**config.mk**
```make
export PLATFORM = sky130hd
export DESIGN_NAME = complex_fixed_point_alu_top
export DESIGN_NICKNAME = d
export VERILOG_FILES = /design/src/rtl/cfpa_pkg.sv /design/src/rtl/cfpa_word_mul.sv /design/src/rtl/complex_fixed_point_alu_top.sv
export VERILOG_INCLUDE_DIRS = /design/src /design/src/rtl
export SDC_FILE = /design/constraint.sdc
export NUM_CORES = 2
export LEC_CHECK = 0
export BUFFER_PORTS_ARGS = -buffer_cell sky130_fd_sc_hd__buf_4
export CAP_MARGIN = 15
export CORE_MARGIN = 2
export CORE_UTILIZATION = 60
export DETAILED_ROUTE_END_ITERATION = 8
export GPL_TIMING_DRIVEN = 0
export PLACE_DENSITY = 0.77
export REMOVE_ABC_BUFFERS = 1
export SETUP_SLACK_MARGIN = 0.5
export SLEW_MARGIN = 25
export SYNTH_ARGS = -nofsm -noshare
export SYNTH_HDL_FRONTEND = slang
export SYNTH_SLANG_ARGS = --single-unit
```
**constraint.sdc**
```tcl
create_clock -name clk -period 10.5 [get_ports clk]
set_clock_uncertainty 0.2 [all_clocks]
set_input_delay 2.625 -clock clk [delete_from_list [all_inputs] [get_ports clk]]
set_output_delay 2.625 -clock clk [all_outputs]
set_load 0.02 [all_outputs]
```
**src/rtl/complex_fixed_point_alu_top_assert.svh**
```systemverilog
// Assertion macros used by complex_fixed_point_alu_top.sv, the RTL file that carries checks.
`ifndef COMPLEX_FIXED_POINT_ALU_TOP_ASSERT_SVH
`define COMPLEX_FIXED_POINT_ALU_TOP_ASSERT_SVH

`ifndef SYNTHESIS
`define CFPA_ASSERT(label, prop) \
  label: assert property (@(posedge clk) disable iff (!rst_n) prop) \
    else $error("cfpa assertion failed");
`define CFPA_ASSERT_ALWAYS(label, prop) \
  label: assert property (@(posedge clk) prop) \
    else $error("cfpa assertion failed");
`else
`define CFPA_ASSERT(label, prop)
`define CFPA_ASSERT_ALWAYS(label, prop)
`endif

`endif

```
**src/rtl/cfpa_pkg.sv**
```systemverilog
`timescale 1ns / 1ps

package cfpa_pkg;

  localparam int INT_WIDTH  = 7;
  localparam int FRAC_WIDTH = 8;
  localparam int WORD_W     = INT_WIDTH + FRAC_WIDTH + 1;

  // Port field widths.
  localparam int DATA_W = 16;
  localparam int KIND_W = 3;
  localparam int OV_W   = 2;
  localparam int CNT_W  = 32;

  localparam int IN_TDATA_W  = 4 * DATA_W;
  localparam int OUT_FIELD_W = 2 * DATA_W + OV_W + CNT_W;
  localparam int OUT_TDATA_W = ((OUT_FIELD_W + 7) / 8) * 8;
  localparam int OUT_PAD_W   = OUT_TDATA_W - OUT_FIELD_W;

  typedef logic [WORD_W-1:0] word_t;
  typedef logic [KIND_W-1:0] kind_t;

  localparam word_t WORD_MIN = {1'b1, {(WORD_W-1){1'b0}}};

  localparam kind_t KIND_ADD   = 3'd0;
  localparam kind_t KIND_SUB   = 3'd1;
  localparam kind_t KIND_MUL   = 3'd2;
  localparam kind_t KIND_CONJ  = 3'd3;
  localparam kind_t KIND_SHIFT = 3'd4;
  localparam kind_t KIND_CLEAR = 3'd5;

  typedef struct packed {
    word_t val;
    logic  ov;
  } sum_t;

  // Wrapping add; an overflow is also flagged when two negatives land on the
  // most negative word.
  function automatic sum_t word_add(word_t x, word_t y);
    sum_t s;
    logic sx;
    logic sy;
    s.val = x + y;
    sx    = x[WORD_W-1];
    sy    = y[WORD_W-1];
    s.ov  = ((sx == sy) && (s.val[WORD_W-1] != sx)) ||
            ((sx == sy) && sx && (s.val == WORD_MIN));
    return s;
  endfunction

  function automatic sum_t word_sub(word_t x, word_t y);
    sum_t s;
    logic sx;
    logic sy;
    s.val = x - y;
    sx    = x[WORD_W-1];
    sy    = y[WORD_W-1];
    s.ov  = ((sx != sy) && (s.val[WORD_W-1] != sx)) ||
            ((sx != sy) && sx && (s.val == WORD_MIN));
    return s;
  endfunction

  function automatic word_t word_asr(word_t x);
    return {x[WORD_W-1], x[WORD_W-1:1]};
  endfunction

  function automatic word_t word_conj(word_t x);
    return (x == WORD_MIN) ? '0 : word_t'(-x);
  endfunction

endpackage

```
**src/rtl/cfpa_word_mul.sv**
```systemverilog
`timescale 1ns / 1ps

// Fixed-point product with the results of a W-bit wrapping radix-2 Booth
// accumulator. For any multiplicand other than the most negative word the
// accumulator never wraps, so the exact product gives the same bits. For the
// most negative multiplicand every add or subtract only toggles the sign bit,
// which leaves the multiplier itself in the accumulator and zeros below it.
module cfpa_word_mul import cfpa_pkg::*; (
  input  word_t x,
  input  word_t y,
  output word_t r
);

  logic signed [2*WORD_W-1:0] prod;
  logic        [2*WORD_W-2:0] full;

  assign prod = $signed(x) * $signed(y);

  always_comb begin
    if (x == WORD_MIN) begin
      full = {y, {(WORD_W-1){1'b0}}};
    end else begin
      full = prod[2*WORD_W-2:0];
    end
  end

  // The sign bit of the result is the top bit of the accumulator.
  assign r = {full[2*WORD_W-2], full[FRAC_WIDTH+WORD_W-2:FRAC_WIDTH]};

endmodule

```
**src/rtl/complex_fixed_point_alu_top.sv**
```systemverilog
// A result passes through the input register, then the result register,
// and is held in the result register while out_tready is low.
// Throughput: one item per cycle while out_tready is high; the four multipliers and the add/subtract
// stage all sit between the input register and the result register.
// Reset (rst_n low, synchronous): both valid flags and the overflow count clear.
`timescale 1ns / 1ps
`include "complex_fixed_point_alu_top_assert.svh"

module complex_fixed_point_alu_top import cfpa_pkg::*; (
  input  logic                   clk,
  input  logic                   rst_n,
  input  logic                   in_tvalid,
  output logic                   in_tready,
  // a_re, a_im, b_re, b_im
  input  logic [IN_TDATA_W-1:0]  in_tdata,
  // kind
  input  logic [KIND_W-1:0]      in_tuser,
  output logic                   out_tvalid,
  input  logic                   out_tready,
  // res_re, res_im, op_overflows, overflow_total, zero padding
  output logic [OUT_TDATA_W-1:0] out_tdata
);

  logic       s1_valid_r;
  kind_t      s1_kind_r;
  word_t      s1_ar_r;
  word_t      s1_ai_r;
  word_t      s1_br_r;
  word_t      s1_bi_r;

  logic       out_valid_r;
  word_t      out_re_r;
  word_t      out_im_r;
  logic [OV_W-1:0]  out_ov_r;
  logic [CNT_W-1:0] cnt_r;
  logic [CNT_W-1:0] cnt_nxt;
  logic [CNT_W:0]   cnt_sum;

  logic       out_free;
  logic       s1_move;
  logic       in_xfer;

  word_t      p_rr;
  word_t      p_ii;
  word_t      p_ri;
  word_t      p_ir;
  sum_t       sum_re;
  sum_t       sum_im;
  logic [OV_W-1:0] ov_sum;

  assign out_free  = !out_valid_r || out_tready;
  assign s1_move   = s1_valid_r && out_free;
  assign in_tready = !s1_valid_r || out_free;
  assign in_xfer   = in_tvalid && in_tready;

  cfpa_word_mul u_mul_rr (.x(s1_ar_r), .y(s1_br_r), .r(p_rr));
  cfpa_word_mul u_mul_ii (.x(s1_ai_r), .y(s1_bi_r), .r(p_ii));
  cfpa_word_mul u_mul_ri (.x(s1_ar_r), .y(s1_bi_r), .r(p_ri));
  cfpa_word_mul u_mul_ir (.x(s1_ai_r), .y(s1_br_r), .r(p_ir));

  always_comb begin
    sum_re = '0;
    sum_im = '0;
    unique case (s1_kind_r)
      KIND_ADD: begin
        sum_re = word_add(s1_ar_r, s1_br_r);
        sum_im = word_add(s1_ai_r, s1_bi_r);
      end
      KIND_SUB: begin
        sum_re = word_sub(s1_ar_r, s1_br_r);
        sum_im = word_sub(s1_ai_r, s1_bi_r);
      end
      KIND_MUL: begin
        sum_re = word_sub(p_rr, p_ii);
        sum_im = word_add(p_ri, p_ir);
      end
      KIND_CONJ: begin
        sum_re.val = s1_ar_r;
        sum_im.val = word_conj(s1_ai_r);
      end
      KIND_SHIFT: begin
        sum_re.val = word_asr(s1_ar_r);
        sum_im.val = word_asr(s1_ai_r);
      end
      default: begin
        sum_re = '0;
        sum_im = '0;
      end
    endcase
  end

  assign ov_sum  = {1'b0, sum_re.ov} + {1'b0, sum_im.ov};
  assign cnt_sum = {1'b0, cnt_r} + {{(CNT_W+1-OV_W){1'b0}}, ov_sum};

  // The count clears on a clear item and otherwise saturates at all ones.
  always_comb begin
    if (s1_kind_r == KIND_CLEAR) begin
      cnt_nxt = '0;
    end else if (cnt_sum[CNT_W]) begin
      cnt_nxt = '1;
    end else begin
      cnt_nxt = cnt_sum[CNT_W-1:0];
    end
  end

  always_ff @(posedge clk) begin
    if (!rst_n) begin
      s1_valid_r  <= 1'b0;
      out_valid_r <= 1'b0;
      cnt_r       <= '0;
    end else begin
      if (in_tready) begin
        s1_valid_r <= in_tvalid;
      end
      if (out_free) begin
        out_valid_r <= s1_valid_r;
      end
      if (s1_move) begin
        cnt_r <= cnt_nxt;
      end
    end
  end

  always_ff @(posedge clk) begin
    if (in_xfer) begin
      s1_kind_r <= in_tuser;
      s1_ar_r   <= in_tdata[0*DATA_W +: WORD_W];
      s1_ai_r   <= in_tdata[1*DATA_W +: WORD_W];
      s1_br_r   <= in_tdata[2*DATA_W +: WORD_W];
      s1_bi_r   <= in_tdata[3*DATA_W +: WORD_W];
    end
    if (s1_move) begin
      out_re_r <= sum_re.val;
      out_im_r <= sum_im.val;
      out_ov_r <= ov_sum;
    end
  end

  assign out_tvalid = out_valid_r;
  assign out_tdata  = {{OUT_PAD_W{1'b0}}, cnt_r, out_ov_r,
                       DATA_W'(out_im_r), DATA_W'(out_re_r)};

  // The count only falls when a clear item has just moved to the output.
  `CFPA_ASSERT(a_cnt_no_drop, (cnt_r < $past(cnt_r)) |-> $past(s1_move && (s1_kind_r == KIND_CLEAR)))
  // A result that reports overflows cannot come with a zero running total.
  `CFPA_ASSERT(a_ov_counted, (out_valid_r && (out_ov_r != '0)) |-> (cnt_r != '0))
  // An accepted item is held in the input register on the next cycle.
  `CFPA_ASSERT(a_in_held, in_xfer |=> s1_valid_r)
  // Coming out of reset the pipeline is empty and the count is zero.
  `CFPA_ASSERT_ALWAYS(a_reset_clear, !rst_n |=> (!s1_valid_r && !out_valid_r && (cnt_r == '0)))

endmodule
```
==> flow_summary.ini <==
[status]
status = complete, but fails checks
failed_checks = setup timing

[yosys]
yosysSeqAreaShare = 0.0771
netlist_top_cells_area = fa_1, ha_1, inv_1
netlist.area_leader.share = 0.427
netlist_area_mm2 = 0.0482
synth_edf_count = 101
yosysUniqueCellTypes = 87
yosysWarningCount = 0
synthCells = 5444
async_reset_ff_frac = 0
synth.most_common_cell = inv_1
netlist.top_cell.by_area = fa_1
synthTopCellsByCount = inv_1, fa_1, nand2_1, ha_1, and2_1
synth.avg_cell_area_um2 = 8.84
yosys_register_bits = 135
synth_ff_type = edfxtp_1

[cts]
cts_root_buf = clkbuf_16
clk_pin_slew_ns = 0.09
cts_hold_buf = 0
clk_latency_ns = 0.48
cts_sinks = 135
h-tree-depth = 4
cts_buffer_depth = 2
cts_buffers = 17
cts_tree = done

[floorplan]
fp.dieW_um = 287
core_mm2 = 0.0793
chipHeight_um = 287
dieArea_mm2 = 0.0825
std_cell_rows = 103
ios = 145
start_util = 0.608

[min_path]
worstHoldPathCells = 2
min_from = cnt_r[1]
min_path_type = flop to flop
hold_end = cnt_r[1]

[critical_path]
crit_start = s1_bi_r[1]
start_kind = flop
r2r_setup_slack_ns = -1.01
critPathKind = flop to flop
r2r-start = s1_bi_r[1]
ff2ff_path_depth = 44
slowest_delay_ns = 0.73
critPathRequiredTime_ns = 10.69
critPathSlowestCell = fa_2
r2r_end = cnt_r[20]
worstPathArrival_ns = 11.70
crit_path_max_fanout = 12
endpoint_kind = flop

[route]
via_count = 39498
drtIter0Drc = 3715
wl_mm = 148
vias_per_cell = 5.88
ant_nets = 0
drc = 0
wire_per_inst_um = 22.1
dr.pass1.iters = 7

[global_route]
grt_max_degree = 50
grt_pass1_wl_mm = 229
grt.total_usage = 0.365
gr-total-overflow = 0
grt_pass1_vias = 41457
antenna_found_initial = 5

[flow_run]
cap_viol_max_count = 0

[sta]
max_freq_mhz = 86.9
hold_viol_final = 0
setup_viol = 32
slew_headroom = 0.319
period_share = 1.10
drv_slew = 0
rsz0062_at_grt = true
worst_pin_slew_ns = 1.02
period_needed_ns = 11.51
setup_ws_ns = -1.01

[placed_design]
dp.cells = 6478
port_buffers = 138
hpwl_mm = 111
place.gp.congestion = 0.955

[final_layout]
diodes = 0
layout.nets = 7163
area_delta_synth_final_pct = 14.2
fillCellCount = 5778
layout-drive-gt1-share = 0.125
layoutNonFillerInstCount = 6720
-- layout make-up --
type / instances / area, um^2 / area share
Multi-Input combinational cell: 3758 / 39600 / 0.721
Timing Repair Buffer: 466 / 4930 / 0.0897
Inverter: 1278 / 4840 / 0.0880
Sequential cell: 135 / 3710 / 0.0675
Tap cell: 1050 / 1310 / 0.0239
Clock buffer: 18 / 429 / 0.00780
Clock inverter: 14 / 135 / 0.00246
Timing Repair inverter: 1 / 5.00 / 0.0000910
-- cell usage in the layout, fill, tap and decap left out, types with 31 or more instances in the layout --
| master | Yosys | routed |
|---|---|---|
| inv_1 | 1272 | 1251 |
| fa_1 | 1027 | 1013 |
| nand2_1 | 604 | 604 |
| ha_1 | 408 | 377 |
| and2_1 | 369 | 364 |
| buf_4 | 6 | 320 |
| nor2_1 | 294 | 287 |
| xnor2_1 | 123 | 116 |
| a21oi_1 | 124 | 108 |
| o21ai_0 | 141 | 107 |
| edfxtp_1 | 101 | 101 |
| buf_8 | 0 | 85 |
| nand2b_1 | 65 | 64 |
| xor2_1 | 57 | 55 |
| nor3_1 | 54 | 48 |
| nand3_1 | 44 | 41 |
| a21o_1 | 40 | 40 |
| dfxtp_1 | 34 | 34 |
| buf_12 | 0 | 31 |
-- worst max-delay path, delay by kind of cell (launching register included) --
kind / cells / cell delay, ns
compound gates: 8 / 1.82
xor+xnor: 1 / 0.18
fa+ha+maj: 11 / 4.55
buf+inv: 10 / 1.04
flops: 1 / 0.54
simple gates: 14 / 3.05
-- cells by family after synthesis --
logic type | count (synthesis) | synth area share
adder cells (fa/ha/maj) | 1435 | 0.533
XOR/XNOR | 180 | 0.0327
multiplexers | 15 | 0.00369
AO/OA/AOI/OAI | 554 | 0.0756
other | 1 | 0.0000779
buffers and inverters | 1556 | 0.122
flip-flops | 135 | 0.0771
AND/OR/NAND/NOR | 1568 | 0.156
-- registers in the layout, indices dropped and copies added (netlist names) --
signal	count
cnt_r	32
out_im_r	16
out_ov_r	2
out_re_r	16
out_tvalid	1
s1_ai_r	16
s1_ar_r	16
s1_bi_r	16
s1_br_r	16
s1_kind_r	3
s1_valid_r	1
-- repair_timing --
item,CTS,global route
gates cloned,5,1
pin swaps,94,76
endpoints found under the setup margin,35,32
buffers inserted,135,69
resized for setup,207,88
-- layer usage --
metal	track usage	vias to the layer above	part of all wire
met2	0.559	2352	0.45
met5	0	-	0.00036
met4	0.189	8	0.063
met3	0.0992	529	0.12
met1	0.477	19736	0.36
li1	-	16873	-
-- per-stage QoR --
stage	cell area, um^2	util	TNS [ns]	setup slack (ns)	hold WS, ns
after CTS	54100	0.682	-12.80	-0.461	0.313
final	55000	0.694	-29.49	-1.01	0.312
after global placement	49400	0.624	-167.79	-5.11	0.274
after floorplan	47100	-	-26.23	-0.860	0.285
after detailed placement	51400	0.648	-105.70	-3.40	0.300
after global routing	55000	0.694	-38.56	-1.27	0.333
-- how the worst max path moves through the flow --
| stage | to | cells after the start |
|---|---|---|
| after floorplan | cnt_r[11] | 45 |
| after global placement | cnt_r[30] | 40 |
| after detailed placement | cnt_r[0] | 42 |
| after CTS | cnt_r[30] | 47 |
| after global routing | cnt_r[0] | 50 |
| final | cnt_r[20] | 44 |
Power is left out: the tool's default activity adds up to more than one toggle a clock period on the data nets, which glitch-free logic cannot reach.
